<file path="src/rtl/gap_framed_command_receiver_macros.svh">
// ----------------------------------------------------------------------------
// Assertion macros for the gap framed command receiver
// Concurrent checks, compiled out when SYNTH is defined.
// ----------------------------------------------------------------------------
`ifndef GAP_FRAMED_COMMAND_RECEIVER_MACROS_SVH
`define GAP_FRAMED_COMMAND_RECEIVER_MACROS_SVH

`ifndef SYNTH
// antecedent implies consequent in the same cycle
`define GFCR_ASSERT_SAME(label, clk, rst_n, ante, cons) \
    label: assert property (@(posedge clk) disable iff (!rst_n) (ante) |-> (cons)) \
        else $error("gfcr check failed");
// antecedent implies consequent in the next cycle
`define GFCR_ASSERT_NEXT(label, clk, rst_n, ante, cons) \
    label: assert property (@(posedge clk) disable iff (!rst_n) (ante) |=> (cons)) \
        else $error("gfcr check failed");
`else
`define GFCR_ASSERT_SAME(label, clk, rst_n, ante, cons)
`define GFCR_ASSERT_NEXT(label, clk, rst_n, ante, cons)
`endif

`endif

</file>
<file path="src/rtl/gfcr_pkg.sv">
// ----------------------------------------------------------------------------
// gfcr_pkg
// Types and constants shared by the gap framed command receiver.
// ----------------------------------------------------------------------------
package gfcr_pkg;

    // input command codes
    localparam logic [1:0] CMD_BYTE = 2'd0;
    localparam logic [1:0] CMD_IDLE = 2'd1;
    localparam logic [1:0] CMD_ACK  = 2'd2;

    // result kind codes
    localparam logic [1:0] KIND_TX   = 2'd0;
    localparam logic [1:0] KIND_CMD  = 2'd1;
    localparam logic [1:0] KIND_FAIL = 2'd2;

    // configuration register indexes
    localparam logic REG_GAP_TICKS = 1'b0;
    localparam logic REG_MAX_LEN   = 1'b1;

    localparam logic [7:0] GAP_TICKS_RESET = 8'd10;
    localparam logic [7:0] MAX_LEN_RESET   = 8'd16;

    // protocol bytes
    localparam logic [7:0] SOH_BYTE   = 8'h01;
    localparam logic [7:0] NAK_BYTE   = 8'h7F;
    localparam logic [7:0] ACK_OFFSET = 8'h20;

    localparam int QUEUE_DEPTH = 4;

    typedef enum logic [1:0] {
        JOB_ACK  = 2'd0,
        JOB_NAK  = 2'd1,
        JOB_CMD  = 2'd2,
        JOB_FAIL = 2'd3
    } job_kind_t;

    typedef struct packed {
        job_kind_t  kind;
        logic [7:0] data;
    } job_t;

    typedef struct packed {
        logic full;
        logic empty;
    } queue_status_t;

endpackage

</file>
<file path="src/rtl/gfcr_in_if.sv">
// ----------------------------------------------------------------------------
// gfcr_in_if
// Input channel: received bytes, idle ticks and acknowledge requests.
// ----------------------------------------------------------------------------
interface gfcr_in_if;
    logic       valid;
    logic       ready;
    logic [1:0] command;
    logic [7:0] data_byte;

    modport source (output valid, output command, output data_byte, input ready);
    modport sink   (input valid, input command, input data_byte, output ready);
endinterface

</file>
<file path="src/rtl/gfcr_out_if.sv">
// ----------------------------------------------------------------------------
// gfcr_out_if
// Result channel: transmit bytes, received commands and failures.
// ----------------------------------------------------------------------------
interface gfcr_out_if;
    logic       valid;
    logic       ready;
    logic [1:0] kind;
    logic [7:0] value;
    logic       last;

    modport source (output valid, output kind, output value, output last, input ready);
    modport sink   (input valid, input kind, input value, input last, output ready);
endinterface

</file>
<file path="src/rtl/gap_framed_command_receiver.sv">
// Reply jobs go through the job queue, then the reply sequencer's output register.
// Throughput: one item per cycle while the job queue has room; one result per cycle while
// result.ready is high; the reply sequencer sends an item's up to five results back to back.
// Reset (rst_n low, asynchronous): frame state, pending command and queue cleared,
// gap_ticks back to 10 and max_len back to 16.
// ----------------------------------------------------------------------------
// gap_framed_command_receiver
// Gap framed checksum receiver with ACK/NAK replies, top level.
// ----------------------------------------------------------------------------
module gap_framed_command_receiver #(
    parameter int QUEUE_DEPTH = gfcr_pkg::QUEUE_DEPTH
) (
    input  logic       clk,
    input  logic       rst_n,
    gfcr_in_if.sink    item,
    gfcr_out_if.source result,
    input  logic       wr_en,
    input  logic       wr_index,
    input  logic [7:0] wr_data
);

    logic [7:0] gap_reg;
    logic [7:0] max_len_reg;

    gfcr_pkg::queue_status_t q_status;
    gfcr_pkg::job_t          push_job;
    gfcr_pkg::job_t          head;
    logic                    push;
    logic                    pop;

    always_ff @(posedge clk or negedge rst_n)
    begin
        if (!rst_n)
        begin
            gap_reg     <= gfcr_pkg::GAP_TICKS_RESET;
            max_len_reg <= gfcr_pkg::MAX_LEN_RESET;
        end
        else if (wr_en)
        begin
            unique case (wr_index)
                gfcr_pkg::REG_GAP_TICKS: gap_reg     <= wr_data;
                gfcr_pkg::REG_MAX_LEN:   max_len_reg <= wr_data;
                default:                 gap_reg     <= gap_reg;
            endcase
        end
    end

    gfcr_front u_front (
        .clk      (clk),
        .rst_n    (rst_n),
        .item     (item),
        .gap_ticks(gap_reg),
        .max_len  (max_len_reg),
        .q_status (q_status),
        .push     (push),
        .push_job (push_job)
    );

    gfcr_queue #(
        .DEPTH(QUEUE_DEPTH)
    ) u_queue (
        .clk     (clk),
        .rst_n   (rst_n),
        .push    (push),
        .push_job(push_job),
        .pop     (pop),
        .head    (head),
        .status  (q_status)
    );

    gfcr_back u_back (
        .clk     (clk),
        .rst_n   (rst_n),
        .job     (head),
        .q_status(q_status),
        .pop     (pop),
        .result  (result)
    );

endmodule

</file>
<file path="src/rtl/gfcr_front.sv">
// ----------------------------------------------------------------------------
// gfcr_front
// Frame tracker: accepts items, keeps the frame state and queues reply jobs.
// ----------------------------------------------------------------------------
module gfcr_front (
    input  logic                  clk,
    input  logic                  rst_n,
    gfcr_in_if.sink               item,
    input  logic [7:0]            gap_ticks,
    input  logic [7:0]            max_len,
    input  gfcr_pkg::queue_status_t q_status,
    output logic                  push,
    output gfcr_pkg::job_t        push_job
);

    logic [7:0] count_reg, count_next;
    logic [7:0] sum_reg, sum_next;
    logic [7:0] prev_reg, prev_next;
    logic [7:0] second_reg, second_next;
    logic [7:0] pending_reg, pending_next;
    logic       ovf_reg, ovf_next;
    logic [7:0] idle_reg, idle_next;
    logic [8:0] idle_inc;
    logic       accept;

    assign item.ready = !q_status.full;
    assign accept     = item.valid && item.ready;
    assign idle_inc   = {1'b0, idle_reg} + 9'd1;

    always_comb
    begin
        count_next   = count_reg;
        sum_next     = sum_reg;
        prev_next    = prev_reg;
        second_next  = second_reg;
        pending_next = pending_reg;
        ovf_next     = ovf_reg;
        idle_next    = idle_reg;
        push         = 1'b0;
        push_job     = '{kind: gfcr_pkg::JOB_FAIL, data: second_reg};
        if (accept)
        begin
            unique case (item.command)
                gfcr_pkg::CMD_BYTE:
                begin
                    if (pending_reg == 8'd0)
                    begin
                        idle_next = 8'd0;
                        if (ovf_reg || count_reg >= max_len)
                        begin
                            ovf_next = 1'b1;
                        end
                        else
                        begin
                            if (count_reg != 8'd0)
                            begin
                                sum_next = sum_reg + prev_reg;
                            end
                            if (count_reg == 8'd1)
                            begin
                                second_next = item.data_byte;
                            end
                            prev_next  = item.data_byte;
                            count_next = count_reg + 8'd1;
                        end
                    end
                end
                gfcr_pkg::CMD_IDLE:
                begin
                    if (count_reg != 8'd0 || ovf_reg)
                    begin
                        if (idle_inc >= {1'b0, gap_ticks})
                        begin
                            // gap reached: close the frame
                            push = 1'b1;
                            if (ovf_reg)
                            begin
                                push_job.kind = gfcr_pkg::JOB_FAIL;
                            end
                            else if (prev_reg != sum_reg || count_reg < 8'd2)
                            begin
                                push_job.kind = gfcr_pkg::JOB_NAK;
                                pending_next  = 8'd0;
                            end
                            else
                            begin
                                push_job.kind = gfcr_pkg::JOB_CMD;
                                pending_next  = second_reg;
                            end
                            count_next = 8'd0;
                            sum_next   = 8'd0;
                            prev_next  = 8'd0;
                            ovf_next   = 1'b0;
                            idle_next  = 8'd0;
                        end
                        else
                        begin
                            idle_next = idle_inc[7:0];
                        end
                    end
                end
                gfcr_pkg::CMD_ACK:
                begin
                    push          = 1'b1;
                    push_job.kind = gfcr_pkg::JOB_ACK;
                    pending_next  = 8'd0;
                end
                default:
                begin
                    // unused code: no effect
                end
            endcase
        end
    end

    always_ff @(posedge clk or negedge rst_n)
    begin
        if (!rst_n)
        begin
            count_reg   <= 8'd0;
            sum_reg     <= 8'd0;
            prev_reg    <= 8'd0;
            second_reg  <= 8'd0;
            pending_reg <= 8'd0;
            ovf_reg     <= 1'b0;
            idle_reg    <= 8'd0;
        end
        else
        begin
            count_reg   <= count_next;
            sum_reg     <= sum_next;
            prev_reg    <= prev_next;
            second_reg  <= second_next;
            pending_reg <= pending_next;
            ovf_reg     <= ovf_next;
            idle_reg    <= idle_next;
        end
    end

`include "gap_framed_command_receiver_macros.svh"

    `GFCR_ASSERT_SAME(a_push_only_on_accept, clk, rst_n, push, accept)
    `GFCR_ASSERT_NEXT(a_ovf_no_growth, clk, rst_n, ovf_reg && !push, count_reg == $past(count_reg))

endmodule

</file>
<file path="src/rtl/gfcr_queue.sv">
// ----------------------------------------------------------------------------
// gfcr_queue
// Small job queue between the frame tracker and the reply sequencer.
// ----------------------------------------------------------------------------
module gfcr_queue #(
    parameter int DEPTH = gfcr_pkg::QUEUE_DEPTH
) (
    input  logic                    clk,
    input  logic                    rst_n,
    input  logic                    push,
    input  gfcr_pkg::job_t          push_job,
    input  logic                    pop,
    output gfcr_pkg::job_t          head,
    output gfcr_pkg::queue_status_t status
);

    localparam int PW = (DEPTH > 1) ? $clog2(DEPTH) : 1;
    localparam int CW = $clog2(DEPTH + 1);

    gfcr_pkg::job_t mem [DEPTH];
    logic [PW-1:0]  wr_ptr_reg, wr_ptr_next;
    logic [PW-1:0]  rd_ptr_reg, rd_ptr_next;
    logic [CW-1:0]  count_reg, count_next;
    logic           do_push, do_pop;

    assign status.full  = (count_reg == CW'(DEPTH));
    assign status.empty = (count_reg == '0);
    assign do_push      = push && !status.full;
    assign do_pop       = pop && !status.empty;
    assign head         = mem[rd_ptr_reg];

    always_comb
    begin
        wr_ptr_next = wr_ptr_reg;
        rd_ptr_next = rd_ptr_reg;
        count_next  = count_reg;
        if (do_push)
        begin
            wr_ptr_next = (wr_ptr_reg == PW'(DEPTH - 1)) ? '0 : wr_ptr_reg + 1'b1;
        end
        if (do_pop)
        begin
            rd_ptr_next = (rd_ptr_reg == PW'(DEPTH - 1)) ? '0 : rd_ptr_reg + 1'b1;
        end
        if (do_push && !do_pop)
        begin
            count_next = count_reg + 1'b1;
        end
        else if (do_pop && !do_push)
        begin
            count_next = count_reg - 1'b1;
        end
    end

    always_ff @(posedge clk or negedge rst_n)
    begin
        if (!rst_n)
        begin
            wr_ptr_reg <= '0;
            rd_ptr_reg <= '0;
            count_reg  <= '0;
        end
        else
        begin
            wr_ptr_reg <= wr_ptr_next;
            rd_ptr_reg <= rd_ptr_next;
            count_reg  <= count_next;
        end
    end

    always_ff @(posedge clk)
    begin
        if (do_push)
        begin
            mem[wr_ptr_reg] <= push_job;
        end
    end

`include "gap_framed_command_receiver_macros.svh"

    `GFCR_ASSERT_SAME(a_no_push_when_full, clk, rst_n, status.full, !push)
    `GFCR_ASSERT_NEXT(a_count_grows, clk, rst_n, do_push && !do_pop, count_reg == $past(count_reg) + 1'b1)

endmodule

</file>
<file path="src/rtl/gfcr_back.sv">
// ----------------------------------------------------------------------------
// gfcr_back
// Reply sequencer: expands each queued job into its result items.
// ----------------------------------------------------------------------------
module gfcr_back (
    input  logic                    clk,
    input  logic                    rst_n,
    input  gfcr_pkg::job_t          job,
    input  gfcr_pkg::queue_status_t q_status,
    output logic                    pop,
    gfcr_out_if.source              result
);

    logic       valid_reg;
    logic [2:0] step_reg, step_next;
    logic [1:0] kind_reg, kind_next;
    logic [7:0] value_reg, value_next;
    logic       last_reg, last_next;
    logic       job_valid;
    logic       load;
    logic [7:0] ack_byte;

    assign job_valid = !q_status.empty;
    assign load      = !valid_reg || result.ready;
    assign pop       = load && job_valid && last_next;
    assign ack_byte  = job.data + gfcr_pkg::ACK_OFFSET;

    always_comb
    begin
        kind_next  = gfcr_pkg::KIND_TX;
        value_next = 8'd0;
        last_next  = 1'b0;
        unique case (job.kind)
            gfcr_pkg::JOB_ACK:
            begin
                unique case (step_reg)
                    3'd0:    value_next = gfcr_pkg::SOH_BYTE;
                    3'd1:    value_next = ack_byte;
                    default: value_next = gfcr_pkg::SOH_BYTE + ack_byte;
                endcase
                last_next = (step_reg == 3'd2);
            end
            gfcr_pkg::JOB_NAK:
            begin
                unique case (step_reg)
                    3'd0: value_next = gfcr_pkg::SOH_BYTE;
                    3'd1: value_next = gfcr_pkg::NAK_BYTE;
                    3'd2: value_next = job.data;
                    3'd3: value_next = gfcr_pkg::SOH_BYTE + gfcr_pkg::NAK_BYTE + job.data;
                    default:
                    begin
                        kind_next = gfcr_pkg::KIND_FAIL;
                    end
                endcase
                last_next = (step_reg == 3'd4);
            end
            gfcr_pkg::JOB_CMD:
            begin
                kind_next  = gfcr_pkg::KIND_CMD;
                value_next = job.data;
                last_next  = 1'b1;
            end
            default:
            begin
                kind_next = gfcr_pkg::KIND_FAIL;
                last_next = 1'b1;
            end
        endcase
        step_next = last_next ? 3'd0 : step_reg + 3'd1;
    end

    always_ff @(posedge clk or negedge rst_n)
    begin
        if (!rst_n)
        begin
            valid_reg <= 1'b0;
            step_reg  <= 3'd0;
        end
        else if (load)
        begin
            valid_reg <= job_valid;
            if (job_valid)
            begin
                step_reg <= step_next;
            end
        end
    end

    always_ff @(posedge clk)
    begin
        if (load && job_valid)
        begin
            kind_reg  <= kind_next;
            value_reg <= value_next;
            last_reg  <= last_next;
        end
    end

    assign result.valid = valid_reg;
    assign result.kind  = kind_reg;
    assign result.value = value_reg;
    assign result.last  = last_reg;

`include "gap_framed_command_receiver_macros.svh"

    `GFCR_ASSERT_SAME(a_mid_job_has_job, clk, rst_n, step_reg != 3'd0, job_valid)
    `GFCR_ASSERT_SAME(a_cmd_is_last, clk, rst_n, valid_reg && kind_reg == gfcr_pkg::KIND_CMD, last_reg)

endmodule

</file>
<file path="src/flat_wrapper.sv">
// flat-port wrapper written by rule: the top's interface ports become plain ports
module gap_framed_command_receiver_flat 
#(
    parameter int QUEUE_DEPTH = gfcr_pkg::QUEUE_DEPTH
)
  (clk, rst_n, wr_en, wr_index, wr_data, item_valid, item_command, item_data_byte, item_ready, result_valid, result_kind, result_value, result_last, result_ready);
  gfcr_in_if item_i ();
  gfcr_out_if result_i ();
  input  logic clk;
  input  logic rst_n;
  input  logic wr_en;
  input  logic wr_index;
  input  logic [7:0] wr_data;
  input wire logic [$bits(item_i.valid)-1:0] item_valid;
  input wire logic [$bits(item_i.command)-1:0] item_command;
  input wire logic [$bits(item_i.data_byte)-1:0] item_data_byte;
  output wire logic [$bits(item_i.ready)-1:0] item_ready;
  output wire logic [$bits(result_i.valid)-1:0] result_valid;
  output wire logic [$bits(result_i.kind)-1:0] result_kind;
  output wire logic [$bits(result_i.value)-1:0] result_value;
  output wire logic [$bits(result_i.last)-1:0] result_last;
  input wire logic [$bits(result_i.ready)-1:0] result_ready;
  assign item_i.valid = item_valid;
  assign item_i.command = item_command;
  assign item_i.data_byte = item_data_byte;
  assign item_ready = item_i.ready;
  assign result_valid = result_i.valid;
  assign result_kind = result_i.kind;
  assign result_value = result_i.value;
  assign result_last = result_i.last;
  assign result_i.ready = result_ready;
  gap_framed_command_receiver #(.QUEUE_DEPTH(QUEUE_DEPTH)) u_core (.clk(clk), .rst_n(rst_n), .item(item_i), .result(result_i), .wr_en(wr_en), .wr_index(wr_index), .wr_data(wr_data));
endmodule
</file>
<file path="config.mk">
export PLATFORM = sky130hd
export DESIGN_NAME = gap_framed_command_receiver_flat
export DESIGN_NICKNAME = d
export VERILOG_FILES = /design/src/rtl/gfcr_pkg.sv /design/src/rtl/gfcr_in_if.sv /design/src/rtl/gfcr_out_if.sv /design/src/rtl/gap_framed_command_receiver.sv /design/src/rtl/gfcr_front.sv /design/src/rtl/gfcr_queue.sv /design/src/rtl/gfcr_back.sv /design/src/flat_wrapper.sv
export VERILOG_INCLUDE_DIRS = /design/src /design/src/rtl
export SDC_FILE = /design/constraint.sdc
export NUM_CORES = 1
export LEC_CHECK = 0
export ABC_CLOCK_PERIOD_IN_PS = 5200
export BUFFER_PORTS_ARGS = -buffer_cell sky130_fd_sc_hd__buf_2
export CORE_UTILIZATION = 45
export DETAILED_ROUTE_END_ITERATION = 10
export PLACE_DENSITY = 0.68
export SYNTH_ARGS = -nofsm -noshare
export SYNTH_HDL_FRONTEND = slang
export SYNTH_SLANG_ARGS = --single-unit
</file>
<file path="constraint.sdc">
create_clock -name clk -period 5.2 [get_ports clk]
set_input_delay 0.52 -clock clk [delete_from_list [all_inputs] [get_ports clk]]
set_output_delay 0.52 -clock clk [all_outputs]
set_load 0.01 [all_outputs]
</file>
Word level (Yosys, flattened, before mapping)
Memories as Yosys holds them, arrays and structs flattened.
Index checks and enable logic that the tools add are counted.
Operators by class
  add/subtract/negate cells: 11
  magnitude comparators: 3
  eq/ne operators: 20
  mux-type cells: 49
  bitwise logic cells: 3
  reduce and logical (&&, ||, !) cells: 35
Operators with widths (count)
  $mux 8: 16
  $pmux 8 s2: 6
  $pmux 8 s4: 1
  $pmux 8 s3: 1
  $mux 2: 8
  $ne 2x2->1 const B: 7
  $reduce_and 6->1: 2
  $reduce_and 5->1: 2
  $add 8x1->9 const B: 1
  $ge 9x8->1: 1
  $mux 1: 9
  $mux 3: 3
  $add 1x8->8 const A: 1
  $add 8x1->8 const B: 1
  $add 8x6->8 const B: 1
  $add 8x8->8: 1
  $add 8x8->8 const A: 1
  $eq 2x2->1 const B: 4
  $eq 8x1->1 const B: 1
  $ge 8x8->1: 1
  $logic_not 8->1: 1
  $lt 8x2->1 const B: 1
  $ne 8x8->1: 1
  $reduce_bool 8->1: 1
  21 further kinds: 49
Storage, ports and cells
  register bits: 87
  memory bits (writable): 40
  output and inout port bits: 13
  word-level logic and storage cells: 139
  memories kept: 1
Memory list
  u_core.u_queue.mem: depth 4, bits a word 10, rd ports 1, clocked after Yosys merged registers in 0, wr ports 1, line gfcr_queue.sv:20  | gfcr_pkg::job_t mem [DEPTH];

Depth between registers and ports, before layout
  word-level depth: 11
  mapped depth: 16
  depth with buffers taken out: 16

Modules after synthesis
A second synthesis with hierarchy kept.
Second synthesis, totals
  cells, all modules: 548
  area, all modules: 6809.0 um^2
Modules (own cells, without submodules)
  gfcr_front: times used 1, cells each 322, area an instance 3244.4 um^2, sequential area each 1226.2 um^2
  gfcr_queue: times used 1, cells each 89, area an instance 1895.6 um^2, sequential area each 1376.3 um^2
  gfcr_back: times used 1, cells each 102, area an instance 1023.5 um^2, sequential area each 430.4 um^2
  gap_framed_command_receiver: times used 1, cells each 35, area an instance 645.6 um^2, sequential area each 404.1 um^2

Worst setup path before layout
No wires, ideal clock.
  path kind: register to register
  start point: reg u_core.u_front.idle_reg[0]
  end point: reg u_core.u_queue.count_reg[1]
  setup time: 125 ps
  arrival: 3444 ps
  required time: 5075 ps
  setup slack: 1631 ps
  cell stages (with the launch flop): 15
  buffers on the path: 0
  clock period less this slack: 3569 ps
  cell sequence: dfrtp_1 > ha_1 > nand3_2 > or2_2 > xnor2_1 > ha_1 > and3_1 > a221oi_1 > o211a_2 > nor3_1 > o211a_1 > ha_1 > inv_1 > fa_1 > mux2_2
RTL lines
  start, declared: line gfcr_front.sv:22  | logic [7:0] idle_reg, idle_next;
  start signal, assigned: line gfcr_front.sv:136  | idle_reg <= idle_next;
  $add 8x1->9: line gfcr_front.sv:28  | assign idle_inc = {1'b0, idle_reg} + 9'd1;
  $ge 9x8->1: line gfcr_front.sv:72  | if (idle_inc >= {1'b0, gap_ticks})
  $mux 1: line gfcr_front.sv:72
  $mux 1: line gfcr_front.sv:70  | if (count_reg != 8'd0 || ovf_reg)
  $pmux 1 s2: line gfcr_front.sv:43  | unique case (item.command)
  $mux 1: line gfcr_front.sv:41  | if (accept)
  $logic_and 1x1->1: line gfcr_queue.sv:28  | assign do_push = push && !status.full;
  via u_core.u_queue.do_push: line gfcr_queue.sv:24  | logic do_push, do_pop;
  $logic_and 1x1->1: line gfcr_queue.sv:45  | if (do_push && !do_pop)
  $mux 3: line gfcr_queue.sv:45
  via u_core.u_queue.count_next[1]: line gfcr_queue.sv:23  | logic [CW-1:0] count_reg, count_next;
  end signal, assigned: line gfcr_queue.sv:67  | count_reg <= count_next;
  end, declared: line gfcr_queue.sv:23
The timed path passes the listed nets, and every way through them passes these cells.
A chain may end at the register's enable or synchronous reset.

Worst setup path in the final report
Same ends and word-level chain as after synthesis.

==> results_dict.tcl <==
set metrics [dict create \
    max_slew_margin_pct 31.08 \
    final_hold_viol_count 0 \
    grt_pass1_wl_um 20800 \
    via_per_inst 5.471 \
    post-route-util_pct 53.80 \
    gp_congestion 0.8581 \
    yosysTopAreaCellShare_pct 28.02 \
    end_kind "flip-flop" \
    dieHeight_um 122.4 \
    startpoint_type "flip-flop" \
    cts_tree "done" \
    clock_path_buffers 2 \
    core_area_um2 13990 \
    pin_count 37 \
    criticalPathCategory "reg -> reg" \
    largest_reg_flops 40 \
    postRouteAntennaNets 0 \
    critPathMaxStageDelay_ps 430 \
    synthCells 546 \
    rows 43 \
    wl_per_cell_um 16.06 \
    critical_path_arrival_ps 4160 \
    rsz0062_at_grt "false" \
    drv_cap 0 \
    clockPowerShare_pct 33.8 \
    cts_resized 0 \
    status "complete, no violations" \
    num-fill-cells 1202 \
    clock-sinks 127 \
    vias 4295 \
    cpMostUsedCell "ha_1" \
    yosysSeqAreaShare_pct 52.73 \
    synth_warnings 0 \
    drive_gt1_share_pct 18.68 \
    fmax_mhz 258.7 \
    drc 0 \
    cts_made_buffers 17 \
    synth-edff-count 51 \
    antenna_found_initial 0 \
    synth_area_leader_cell "dfrtp_1" \
    ir_drop_mv 0.3179 \
    clkTransAtPathRegs_ps 60 \
    ys_ff_latch 127 \
    die_w_um 122.4 \
    design.die.area_um2 14970 \
    wl_um 12610 \
    grt_util_all_layers_pct 18.37 \
    skew_ps 9.221 \
    dp_hpwl_um 8924 \
    pwr-share-comb_pct 28.6 \
    h-tree-depth 4 \
    r2r_setup_slack_ps 1330 \
    period_minus_slack_ps 3865 \
    finalNetCount 662 \
    cts_setup_buffers 0 \
    diodes 0 \
    tns_ps 0 \
    powerDensity_nw_per_um2 491.3 \
    synth_cell_types 57 \
    regMostFlops "u_core.u_queue.mem" \
    dr.pass1.iters 4 \
    tightest_slew_ps 1025 \
    hold_class "in -> async" \
    synth_flop_cell "dfrtp_1" \
    crit_required_ps 5490 \
    first_iter_violations 192 \
    initial_core_util_pct 46.60 \
    grt_pass1_vias 4255 \
    synth.avg_cell_area_um2 11.94 \
    area_delta_synth_final_pct 15.45 \
    period_share_pct 74.33 \
    clk_latency_ps 420 \
    path_max_fanout 7 \
    async_flop_share_pct 59.84 \
    grt_start_max_net_pins 77 \
    seqPwrFrac_pct 37.7 \
    setup-violations-final 0 \
    cts_root_buf "clkbuf_16" \
    synth_fp_nets 616 \
    leakage_uw 0.003256 \
    port_buffers 36 \
    report.final.slew_viol_count 0 \
    path_cells "ha_1 > nand3_2 > or2_2 > xnor2_1 > ha_1 > and3_1 > a221oi_1 > o211a_2 > nor3_1 > o211a_1 > ha_1 > inv_1 > fa_1 > mux2_2" \
    slowest_stage "dfrtp_1" \
    p_switching_uw 1168 \
    overflow 0 \
    syn-cell-area_um2 6519 \
    postCtsHoldBufs 0 \
    synthTopCellsByArea "dfrtp_1, edfxtp_1, ha_1, mux2_2, mux4_2" \
    sw_frac_of_total_pct 31.58 \
    intPower_uw 2530 \
]
## metal layers
layer  vias up  part of all wire (%)  GRT usage [%]
met3        10                   3.1          4.647
li1       2114                     -              -
met4         0                  0.85          7.012
met1      2091                    44          22.03
met2        80                    52          31.60
met5         -                     0              0
## layout make-up
type                    count  area [um2]  share of cell area (%)
flip-flops and latches    127        3437                   45.67
clock inverters            12       165.2                   2.195
clock buffers              20       456.7                   6.068
multi-input cells         362        2872                   38.15
inverters                  46       172.7                   2.294
well taps                 180       225.2                   2.993
repair buffers             38       197.7                   2.627
## stage by stage
| step | hold slack [ps] | setup slack, ps | cells | area [um2] | total power, uW |
|---|---|---|---|---|---|
| after floorplan | 224.4 | 1631 | 546 | 6519 | 2187 |
| after global placement | 480.6 | 1474 | 753 | 6904 | 2429 |
| after detailed placement | 498.3 | 1375 | 753 | 6904 | 2474 |
| after CTS | 290.8 | 1356 | 785 | 7526 | 3733 |
| after global routing | 343.5 | 1060 | 785 | 7526 | 3923 |
| final | 249.2 | 1335 | 785 | 7526 | 3697 |
## synthesized netlist by cell type (all sizes together) (3+ instances only)
cell type,number
a211oi,3
a21o,8
a21oi,25
a221o,5
a22o,19
a31oi,5
and2,7
and3,6
clkbuf,9
dfrtp,73
dfstp,3
edfxtp,51
ha,44
inv,46
mux2,25
mux2i,12
mux4,9
nand2,38
nand2b,7
nand3,10
nand4,4
nor2,28
nor2b,3
nor3,13
nor3b,6
nor4,3
o211ai,3
o21ai,22
o21bai,3
o22ai,6
o31ai,5
or3,5
xnor2,11
xor2,5
## path summary, 6_finish.rpt
path | startpoint | cells past startpoint | to
min in group clk | wr_data[5] | 3 | u_core.gap_reg[5]
min | rst_n | 1 | u_core.gap_reg[0]
min reg2reg | u_core.max_len_reg[2] | 1 | u_core.max_len_reg[2]
max reg2reg | u_core.u_front.idle_reg[0] | 14 | u_core.u_queue.count_reg[1]
max in group asynchronous | rst_n | 1 | u_core.u_front.second_reg[1]
max | u_core.u_front.idle_reg[0] | 14 | u_core.u_queue.count_reg[1]
## layout by cell type, fill, tap and decap left out, types with 4 or more instances in the layout
| cell type | count |
|---|---|
| nand3_1 | 9 |
| clkbuf_16 | 17 |
| mux4_2 | 9 |
| or3_1 | 5 |
| edfxtp_1 | 51 |
| and3_1 | 6 |
| ha_1 | 44 |
| buf_2 | 35 |
| bufinv_16 | 4 |
| dfrtp_1 | 73 |
| nand4_1 | 4 |
| nor3b_1 | 6 |
| mux2i_1 | 12 |
| nand2_1 | 38 |
| and2_1 | 7 |
| nor3_1 | 13 |
| a221o_1 | 5 |
| o31ai_1 | 5 |
| o22ai_1 | 6 |
| inv_1 | 46 |
| mux2_2 | 25 |
| xor2_1 | 5 |
| a21oi_1 | 24 |
| a22o_1 | 19 |
| nand2b_1 | 7 |
| a21o_1 | 8 |
| nor2_1 | 28 |
| a31oi_1 | 4 |
| o21ai_0 | 21 |
| xnor2_1 | 11 |
## critical path: cells and delay by family, from the launching register on
family,cells,cell delay [ps]
AOI/OAI and AO/OA,3,910
DFF,1,430
xor gates and xnor gates,1,140
adders and majority gates,4,1210
and+or+nand+nor,4,690
buffers and inverters,1,80
muxes,1,280
## power groups by stage
stage	clock network (uW)	registers (uW)	logic (uW)
after floorplan	0	1380	810
after global placement	0	1410	1020
after detailed placement	0	1410	1060
after CTS	1270	1400	1070
after global routing	1310	1420	1190
final	1250	1390	1060
## logic make-up (layout without fill, tap and decap cells)
kind of cell / after synthesis / after routing / share of synthesized area [%]
AOI/OAI and AO/OA: 120 / 120 / 12.98
xor gates and xnor gates: 16 / 16 / 2.150
adders and majority gates: 46 / 46 / 9.060
buffers and inverters: 57 / 116 / 3.321
DFF: 127 / 127 / 52.73
muxes: 46 / 46 / 9.271
and+or+nand+nor: 134 / 134 / 10.50
Note: power is estimated with default switching activity, not from simulation.
